--- config.mk ---
export PLATFORM = sky130hd
export DESIGN_NAME = mouse_card_soft_switches_core
export DESIGN_NICKNAME = d
export VERILOG_FILES = /design/src/rtl/core/mcss_pkg.sv /design/src/rtl/core/mcss_step.sv /design/src/rtl/core/mouse_card_soft_switches_core.sv
export SDC_FILE = /design/constraint.sdc
export NUM_CORES = 1
export LEC_CHECK = 0
export BUFFER_PORTS_ARGS = -buffer_cell sky130_fd_sc_hd__buf_4
export CAP_MARGIN = 20
export CELL_PAD_IN_SITES_DETAIL_PLACEMENT = 1
export CELL_PAD_IN_SITES_GLOBAL_PLACEMENT = 1
export CORE_UTILIZATION = 45
export DETAILED_ROUTE_END_ITERATION = 8
export PLACE_DENSITY_LB_ADDON = 0.1
export SYNTH_ARGS = -nofsm -noshare
export SYNTH_HDL_FRONTEND = slang
export SYNTH_SLANG_ARGS = --single-unit
--- constraint.sdc ---
create_clock -name i_clk -period 10.89 [get_ports i_clk]
set_input_delay 2.178 -clock i_clk [delete_from_list [all_inputs] [get_ports i_clk]]
set_output_delay 2.178 -clock i_clk [all_outputs]
set_load 0.02 [all_outputs]
--- src/rtl/core/mcss_pkg.sv ---
// Package for the mouse card soft-switch core.
// Holds the item, state and result types, switch codes and reset values.
// No dependencies.
package mcss_pkg;

    localparam logic [3:0]  SW_MODE   = 4'd2;
    localparam logic [3:0]  SW_REPORT = 4'd4;
    localparam logic [3:0]  SW_CLAMP  = 4'd7;
    localparam logic [3:0]  SW_HOME   = 4'd8;
    localparam logic [3:0]  SW_RESET  = 4'd12;

    localparam logic [7:0]  CLAMP_SEL_X = 8'd0;
    localparam logic [7:0]  CLAMP_SEL_Y = 8'd1;

    localparam int          MODE_ENABLE_BIT = 0;
    localparam int          MODE_VBLANK_BIT = 3;

    localparam logic [15:0] CLAMP_RESET_MAX = 16'd1023;
    localparam logic [3:0]  MODE_CLEARED    = 4'd0;

    typedef struct packed {
        logic        mode;
        logic [3:0]  switch_number;
        logic        write;
        logic [7:0]  data_byte;
        logic [15:0] pointer_x;
        logic [15:0] pointer_y;
        logic        button_now;
        logic [15:0] clamp_low_word;
        logic [15:0] clamp_high_word;
    } t_item;

    typedef struct packed {
        logic [3:0]  mode_nibble;
        logic        enable_flag;
        logic        vblank_enable;
        logic [15:0] position_x;
        logic [15:0] position_y;
        logic        button_state;
        logic [15:0] latched_x;
        logic [15:0] latched_y;
        logic        latched_button;
        logic [15:0] min_x;
        logic [15:0] max_x;
        logic [15:0] min_y;
        logic [15:0] max_y;
    } t_state;

    typedef struct packed {
        logic        report_valid;
        logic [15:0] report_x;
        logic [15:0] report_y;
        logic [7:0]  status_byte;
        logic        mode_write_valid;
        logic [3:0]  mode_value;
        logic        vblank_irq_enable;
        logic        mouse_enabled;
        logic [15:0] clamp_min_x;
        logic [15:0] clamp_max_x;
        logic [15:0] clamp_min_y;
        logic [15:0] clamp_max_y;
    } t_result;

    localparam t_state STATE_RESET = '{
        mode_nibble:    4'd0,
        enable_flag:    1'b0,
        vblank_enable:  1'b0,
        position_x:     16'd0,
        position_y:     16'd0,
        button_state:   1'b0,
        latched_x:      16'd0,
        latched_y:      16'd0,
        latched_button: 1'b0,
        min_x:          16'd0,
        max_x:          CLAMP_RESET_MAX,
        min_y:          16'd0,
        max_y:          CLAMP_RESET_MAX
    };

endpackage

--- src/rtl/core/mcss_step.sv ---
// Next-state and result logic for one transaction of the soft-switch core.
// Purely combinational; depends on mcss_pkg.
module mcss_step (
    input  mcss_pkg::t_state  i_state,
    input  mcss_pkg::t_item   i_item,
    output mcss_pkg::t_state  o_state,
    output mcss_pkg::t_result o_result
);

    mcss_pkg::t_state n_state;
    logic             rep;
    logic             mw;
    logic [3:0]       mw_val;
    logic             moved;

    always_comb begin
        n_state = i_state;
        rep     = 1'b0;
        mw      = 1'b0;
        mw_val  = mcss_pkg::MODE_CLEARED;
        moved   = (i_state.position_x != i_state.latched_x) ||
                  (i_state.position_y != i_state.latched_y);

        if (!i_item.mode) begin
            n_state.position_x   = i_item.pointer_x;
            n_state.position_y   = i_item.pointer_y;
            n_state.button_state = i_item.button_now;
        end else begin
            unique case (i_item.switch_number)
                mcss_pkg::SW_MODE: begin
                    if (i_item.write) begin
                        n_state.mode_nibble   = i_item.data_byte[3:0];
                        n_state.enable_flag   = i_item.data_byte[mcss_pkg::MODE_ENABLE_BIT];
                        n_state.vblank_enable = i_item.data_byte[mcss_pkg::MODE_VBLANK_BIT];
                        mw                    = 1'b1;
                        mw_val                = i_item.data_byte[3:0];
                    end
                end
                mcss_pkg::SW_REPORT: begin
                    if (i_state.enable_flag) begin
                        rep                    = 1'b1;
                        n_state.latched_x      = i_state.position_x;
                        n_state.latched_y      = i_state.position_y;
                        n_state.latched_button = i_state.button_state;
                    end
                end
                mcss_pkg::SW_CLAMP: begin
                    if (i_item.data_byte == mcss_pkg::CLAMP_SEL_X) begin
                        n_state.min_x = i_item.clamp_low_word;
                        n_state.max_x = i_item.clamp_high_word;
                    end else if (i_item.data_byte == mcss_pkg::CLAMP_SEL_Y) begin
                        n_state.min_y = i_item.clamp_low_word;
                        n_state.max_y = i_item.clamp_high_word;
                    end
                end
                mcss_pkg::SW_HOME: begin
                    n_state.position_x = i_state.min_x;
                    n_state.position_y = i_state.min_y;
                end
                mcss_pkg::SW_RESET: begin
                    n_state.min_x       = 16'd0;
                    n_state.min_y       = 16'd0;
                    n_state.max_x       = mcss_pkg::CLAMP_RESET_MAX;
                    n_state.max_y       = mcss_pkg::CLAMP_RESET_MAX;
                    n_state.enable_flag = 1'b0;
                    mw                  = 1'b1;
                    mw_val              = mcss_pkg::MODE_CLEARED;
                end
                default: begin
                end
            endcase
        end
    end

    assign o_state = n_state;

    always_comb begin
        o_result                   = '0;
        o_result.report_valid      = rep;
        if (rep) begin
            o_result.report_x    = i_state.position_x;
            o_result.report_y    = i_state.position_y;
            o_result.status_byte = {i_state.button_state, i_state.latched_button, moved, 5'd0};
        end
        o_result.mode_write_valid  = mw;
        o_result.mode_value        = mw_val;
        o_result.vblank_irq_enable = n_state.vblank_enable;
        o_result.mouse_enabled     = n_state.enable_flag;
        o_result.clamp_min_x       = n_state.min_x;
        o_result.clamp_max_x       = n_state.max_x;
        o_result.clamp_min_y       = n_state.min_y;
        o_result.clamp_max_y       = n_state.max_y;
    end

endmodule

--- src/rtl/core/mouse_card_soft_switches_core.sv ---
// Mouse card soft-switch core: input register, step logic, result register.
// Each transaction passes through the input register, then the result register;
// throughput one transaction per cycle, limited only by the output stall.
// Reset (synchronous, active low) empties both registers and returns the
// switch state to mode 0, disabled, clamps 0..1023, pointer at origin.
// Depends on mcss_pkg and mcss_step.
module mouse_card_soft_switches_core (
    input  logic        i_clk,
    input  logic        i_rst_n,
    input  logic        i_valid,
    output logic        o_stall,
    input  logic        i_mode,
    input  logic [3:0]  i_switch_number,
    input  logic        i_write,
    input  logic [7:0]  i_data_byte,
    input  logic [15:0] i_pointer_x,
    input  logic [15:0] i_pointer_y,
    input  logic        i_button_now,
    input  logic [15:0] i_clamp_low_word,
    input  logic [15:0] i_clamp_high_word,
    output logic        o_valid,
    input  logic        i_stall,
    output logic        o_report_valid,
    output logic [15:0] o_report_x,
    output logic [15:0] o_report_y,
    output logic [7:0]  o_status_byte,
    output logic        o_mode_write_valid,
    output logic [3:0]  o_mode_value,
    output logic        o_vblank_irq_enable,
    output logic        o_mouse_enabled,
    output logic [15:0] o_clamp_min_x,
    output logic [15:0] o_clamp_max_x,
    output logic [15:0] o_clamp_min_y,
    output logic [15:0] o_clamp_max_y
);

    logic               r_in_valid;
    mcss_pkg::t_item    r_in;
    mcss_pkg::t_state   r_state;
    logic               r_out_valid;
    mcss_pkg::t_result  r_out;

    mcss_pkg::t_state   n_state;
    mcss_pkg::t_result  n_out;
    logic               advance;
    logic               take;

    assign advance = r_in_valid && (!r_out_valid || !i_stall);
    assign o_stall = r_in_valid && !advance;
    assign take    = i_valid && !o_stall;

    mcss_step u_step (
        .i_state  (r_state),
        .i_item   (r_in),
        .o_state  (n_state),
        .o_result (n_out)
    );

    always_ff @(posedge i_clk) begin
        if (!i_rst_n) begin
            r_in_valid  <= 1'b0;
            r_out_valid <= 1'b0;
            r_state     <= mcss_pkg::STATE_RESET;
        end else begin
            if (take) begin
                r_in_valid <= 1'b1;
            end else if (advance) begin
                r_in_valid <= 1'b0;
            end
            if (advance) begin
                r_out_valid <= 1'b1;
                r_state     <= n_state;
            end else if (!i_stall) begin
                r_out_valid <= 1'b0;
            end
        end
    end

    always_ff @(posedge i_clk) begin
        if (take) begin
            r_in.mode            <= i_mode;
            r_in.switch_number   <= i_switch_number;
            r_in.write           <= i_write;
            r_in.data_byte       <= i_data_byte;
            r_in.pointer_x       <= i_pointer_x;
            r_in.pointer_y       <= i_pointer_y;
            r_in.button_now      <= i_button_now;
            r_in.clamp_low_word  <= i_clamp_low_word;
            r_in.clamp_high_word <= i_clamp_high_word;
        end
        if (advance) begin
            r_out <= n_out;
        end
    end

    assign o_valid             = r_out_valid;
    assign o_report_valid      = r_out.report_valid;
    assign o_report_x          = r_out.report_x;
    assign o_report_y          = r_out.report_y;
    assign o_status_byte       = r_out.status_byte;
    assign o_mode_write_valid  = r_out.mode_write_valid;
    assign o_mode_value        = r_out.mode_value;
    assign o_vblank_irq_enable = r_out.vblank_irq_enable;
    assign o_mouse_enabled     = r_out.mouse_enabled;
    assign o_clamp_min_x       = r_out.clamp_min_x;
    assign o_clamp_max_x       = r_out.clamp_max_x;
    assign o_clamp_min_y       = r_out.clamp_min_y;
    assign o_clamp_max_y       = r_out.clamp_max_y;

endmodule

==> results.sh, run 1 <==
export IMPL_status="completed"
export IMPL_core_area_um2=26900
export IMPL_async_flop_share_pct=0
export IMPL_max_freq_mhz=205
export IMPL_synth_area_per_cell_um2=12.2
export IMPL_drtIter0Drc=520
export IMPL_cts_clk_slew_worst_paths_ns=0.06
export IMPL_wl_per_cell_um=20.1
export IMPL_path_common_cell="buf_4"
export IMPL_dp_cells=1485
export IMPL_r2r_slack_ns=7.60
export IMPL_syn_area_um2=12300
export IMPL_start_kind="input port"
export IMPL_worstPathCellList="buf_4 > and3_1 > buf_4"
export IMPL_grt_usage_pct=22.4
export IMPL_instances_no_fill=1551
export IMPL_cpPeakStageDelay_ns=0.22
export IMPL_cts_tree="built"
export IMPL_synth_edff_count=186
export IMPL_via_per_inst=5.40
export IMPL_drive_gt1_share_pct=22.1
export IMPL_drt_wl_total_um=31200
export IMPL_grt_pass1_vias=8511
export IMPL_final_common_cell="buf_4"
export IMPL_yosys_warnings=0
export IMPL_antenna_left=0
export IMPL_numCtsBuffers=35
export IMPL_die_h_um=167
export IMPL_crit_slowest_cell="and3_1"
export IMPL_ys_ff_latch=320
export IMPL_clk_latency_ns=0.50
export IMPL_crit_required_ns=8.71
export IMPL_cts_sinks=320
export IMPL_path_delay_family="buffers and inverters"
export IMPL_grt_pass1_wl_um=48300
export IMPL_hold_path_class="reg -> reg"
export IMPL_io_buffer_count=191
export IMPL_drc=0
export IMPL_setup_violations=0
export IMPL_end_kind="output pin"
export IMPL_cts_max_path_buffers=3
export IMPL_most_common_layout_cells="202 x buf_4, 201 x nand2_1, 186 x edfxtp_1"
export IMPL_postCtsSetupBuffers=0
export IMPL_cp_max_fo=3
export IMPL_grt_ovfl_total=0
export IMPL_crit_arrival_ns=2.69
export IMPL_hold_buffers=0
export IMPL_crit_buf_inv=2
export IMPL_finalHoldViolCount=0
export IMPL_rows=60
export IMPL_area_growth_pct=23.2
export IMPL_cap_violations=0
export IMPL_gp_congestion=0.831
export IMPL_fin_nets=1266
export IMPL_max_slew_margin_pct=28.2
export IMPL_vias=8378
export IMPL_power_density_nw_per_um2=172
export IMPL_placed_area_um2=14000
export IMPL_p_total_mw=2.62
export IMPL_io_pins=197
export IMPL_skew_ns=0.0137
export IMPL_worstMarginPinSlew_ns=1.07
export IMPL_rsz0062_at_grt="no"
export IMPL_synthCells=1010
export IMPL_synth_ff_type="edfxtp_1"
export IMPL_ctsRootBufferMaster="clkbuf_16"
export IMPL_p_leak_nw=6.20
export IMPL_slew_viol_final=0
export IMPL_htreeDepth=2
export IMPL_path_class="in -> out"
export IMPL_post_cts_resized=0
export IMPL_antenna_found_initial=0
export IMPL_ir_worst_vdd_uv=123
export IMPL_fin_crit_ns=4.87
export IMPL_design_area_um2=15200
export IMPL_initial_core_util_pct=45.8
export IMPL_setup_slack_ns=6.02
export IMPL_drt_first_pass_iters=5
export IMPL_synthDistinctLibCells=44
export IMPL_hpwl_um=20200
export IMPL_dieWidth_um=167
export IMPL_dp_worst_setup_slack_ns=5.71
export IMPL_ys_seq_area_share_pct=67.1
export IMPL_setup_tns_ns=0
export IMPL_fin_crit_sh_pct=44.7
export IMPL_grt_max_degree=94
export IMPL_fp_dieArea_um2=28000
metal layers:
metal / up-vias / wire length (um) / global-route usage, %
met4: 0 / 647 / 6.30
met1: 4165 / 13600 / 28.9
li1: 3979 / - / -
met5: - / 0 / 0
met3: 49 / 1320 / 3.92
met2: 185 / 15600 / 38.5
metrics by stage:
step / util (%) / hold WS [ns]
2_1_floorplan: - / 0.432
3_3_place_gp: 52.2 / 0.444
3_5_place_dp: 52.2 / 0.450
4_1_cts: 56.3 / 0.463
5_1_grt: 56.5 / 0.477
6_report: 56.5 / 0.460
cell usage after synthesis, types with 2 or more instances:
cell	count	area, um2
nand2_1	201	754
edfxtp_1	186	5590
dfxtp_1	134	2680
nand3_1	97	485
clkbuf_1	45	169
a22o_1	43	377
and2_1	38	238
a21boi_0	37	278
mux2i_1	32	320
o211a_1	32	320
xnor2_1	32	280
nor2_1	19	71.3
buf_2	18	90.1
nor4_1	13	81.3
o21ai_0	12	60.1
nand4_1	11	68.8
o22a_1	9	78.8
a21oi_1	5	25.0
buf_4	5	37.5
and3_1	4	25.0
buf_1	4	15.0
inv_1	4	15.0
o21a_1	3	22.5
nand2b_1	2	12.5
nand3b_1	2	15.0
nor2b_1	2	12.5
nor4b_1	2	17.5
o211ai_1	2	15.0
logic make-up after synthesis:
family / synth area share, %
simple gates: 15.3
mux: 2.69
compound gates: 9.97
buf+inv: 2.65
xor+xnor: 2.28
flops: 67.1
other cells: 0.0304
final timing paths:
kind	start	endpoint	cells past startpoint
setup reg to reg	o_valid	r_state[54]	6
setup / recovery	i_stall	o_stall	3
hold reg to reg	r_state[33]	r_state[33]	1
hold / removal	r_state[33]	r_state[33]	1
cell type report:
type / count / area [um2]
Antenna cell: 1 / 2.50
Clock buffer: 55 / 1040
Clock inverter: 8 / 67.6
Fill cell: 2734 / 11700
Inverter: 4 / 20.0
Multi-Input combinational cell: 618 / 3790
Sequential cell: 320 / 8270
Tap cell: 341 / 427
Timing Repair Buffer: 204 / 1560
report_power, final:
group          internal, mW  switching (mW)  total (mW)
Clock                 0.684           0.455        1.14
Sequential             1.32          0.0290        1.34
Combinational        0.0558          0.0764       0.132
Total                  2.06           0.561        2.62
flip-flops by register name, summed over array words and instances (netlist names):
register,flops
o_clamp_min_x,16
o_clamp_min_y,16
r_in_valid,1
o_mode_write_valid,1
o_mode_value,4
o_report_valid,1
o_mouse_enabled,1
o_report_x,16
o_valid,1
o_status_byte,3
o_clamp_max_y,16
o_report_y,16
o_vblank_irq_enable,1
r_in,79
r_state,132
o_clamp_max_x,16
Note: power is estimated with default switching activity, not from simulation.
==> run 2, diff against run 1 <==
clock period = 4.95 ns   (was 10.89 ns; I/O delays follow)
==> results.sh, run 2 (synthesis gave the netlist of run 1 again) <==
export IMPL_core_area_um2=26900
export IMPL_area_growth_pct=23.8
export IMPL_most_common_layout_cells="206 x buf_4, 201 x nand2_1, 186 x edfxtp_1"
export IMPL_worstMarginPinSlew_ns=1.14
export IMPL_fp_dieArea_um2=28000
export IMPL_crit_arrival_ns=3.26
export IMPL_cts_max_path_buffers=3
export IMPL_crit_buf_inv=3
export IMPL_rsz0062_at_grt="no"
export IMPL_grt_pass1_wl_um=49100
export IMPL_htreeDepth=2
export IMPL_grt_util_met2_pct=39.1
export IMPL_grt_ovfl_total=0
export IMPL_grt_max_degree=90
export IMPL_setup_violations=0
export IMPL_worstPathCellList="buf_4 > nand2_1 > nand2_1 > buf_4 > inv_6 > nand2_1 > nor2_2 > a22o_1"
export IMPL_cts_clk_slew_worst_paths_ns=0.06
export IMPL_power_density_nw_per_um2=381
export IMPL_grt_busiest_layer="met2"
export IMPL_fin_crit_sh_pct=57.0
export IMPL_fin_crit_ns=2.82
export IMPL_crit_required_ns=5.40
export IMPL_vias=8423
export IMPL_ir_worst_vdd_uv=370
export IMPL_r2r_slack_ns=2.38
export IMPL_design_area_um2=15300
export IMPL_rows=60
export IMPL_wl_per_cell_um=20.7
export IMPL_cap_violations=0
export IMPL_numCtsBuffers=35
export IMPL_cts_sinks=320
export IMPL_io_buffer_count=191
export IMPL_max_freq_mhz=355
export IMPL_final_common_cell="buf_4"
export IMPL_setup_tns_ns=0
export IMPL_post_cts_resized=0
export IMPL_final_fill_count=2769
export IMPL_largest_reg_flops=132
export IMPL_drt_wl_total_um=32200
export IMPL_antenna_found_initial=1
export IMPL_grt_usage_pct=22.8
export IMPL_io_pins=197
export IMPL_path_delay_family="simple AND/OR/NAND/NOR gates"
export IMPL_cpPeakStageDelay_ns=0.86
export IMPL_hpwl_um=21000
export IMPL_grt_use_met3_pct=3.99
export IMPL_start_kind="input port"
export IMPL_cts_tree="built"
export IMPL_drive_gt1_share_pct=22.7
export IMPL_finalHoldViolCount=0
export IMPL_die_h_um=167
export IMPL_slew_viol_final=0
export IMPL_fin_nets=1271
export IMPL_path_common_cell="nand2_1"
export IMPL_grt_pass1_vias=8552
export IMPL_postCtsSetupBuffers=0
export IMPL_p_leak_nw=6.25
export IMPL_drt_first_pass_iters=4
export IMPL_skew_ns=0.0154
export IMPL_drtIter0Drc=593
export IMPL_drc=0
export IMPL_top_register="r_state"
export IMPL_ctsRootBufferMaster="clkbuf_16"
export IMPL_cp_max_fo=59
export IMPL_hold_buffers=0
export IMPL_dieWidth_um=167
export IMPL_antenna_left=0
export IMPL_clk_latency_ns=0.51
export IMPL_biggestRegsByFlops="r_state x132, r_in x79"
export IMPL_initial_core_util_pct=45.8
export IMPL_status="completed"
export IMPL_max_slew_margin_pct=23.8
export IMPL_gp_congestion=0.800
export IMPL_crit_slowest_cell="nor2_2"
export IMPL_via_per_inst=5.41
export IMPL_path_class="in -> reg"
export IMPL_placed_area_um2=14100
export IMPL_hold_path_class="reg -> reg"
export IMPL_use_met1_pct=29.8
export IMPL_end_kind="flip-flop"
## run 2: stage by stage
step	instances	hold WS, ns	setup WS (ns)	util (%)	total power [mW]
after floorplan	1014	0.432	1.17	-	3.15
after global placement	1489	0.442	1.63	52.3	3.30
after detailed placement	1490	0.450	1.51	52.3	3.31
after CTS	1553	0.465	2.01	56.6	5.87
after global routing	1556	0.480	2.02	56.8	5.99
final	1556	0.463	2.13	56.8	5.82
## run 2: final cells by class
cell class                 count  area [um2]  share of cell area, %
antenna                        1        2.50                 0.0164
timing repair buffer         209        1600                   10.5
tap                          341         427                   2.80
inverter                       4        20.0                  0.131
sequential                   320        8270                   54.2
clock buffer                  55        1110                   7.25
multi-input combinational    618        3790                   24.8
clock inverter                 8        36.3                  0.238
## run 2: final timing paths
| check | startpoint | end | cells past startpoint |
|---|---|---|---|
| setup / recovery | i_stall | r_state[12] | 8 |
| hold / removal | r_state[32] | r_state[32] | 1 |
| setup reg to reg | o_valid | r_state[12] | 7 |
| hold reg to reg | r_state[32] | r_state[32] | 1 |
## run 2: power by group
group / switching (mW) / total, mW / internal, mW
Sequential: 0.0665 / 2.96 / 2.89
Clock: 1.03 / 2.56 / 1.53
Combinational: 0.166 / 0.291 / 0.125
Total: 1.26 / 5.82 / 4.55
## run 2: worst register-to-register path, cell delays in order (launching register included)
cell     delay [ns]
dfxtp_1        0.33
nand2_1        0.06
nand2_1        0.05
buf_4          0.22
inv_6          0.45
nand2_1        0.27
nor2_2         0.86
a22o_1         0.25
## run 2: routing by layer
metal / wire [um] / up-vias
li1: - / 3986
met1: 14000 / 4190
met2: 16100 / 196
met3: 1450 / 51
met4: 630 / 0
met5: 0 / -
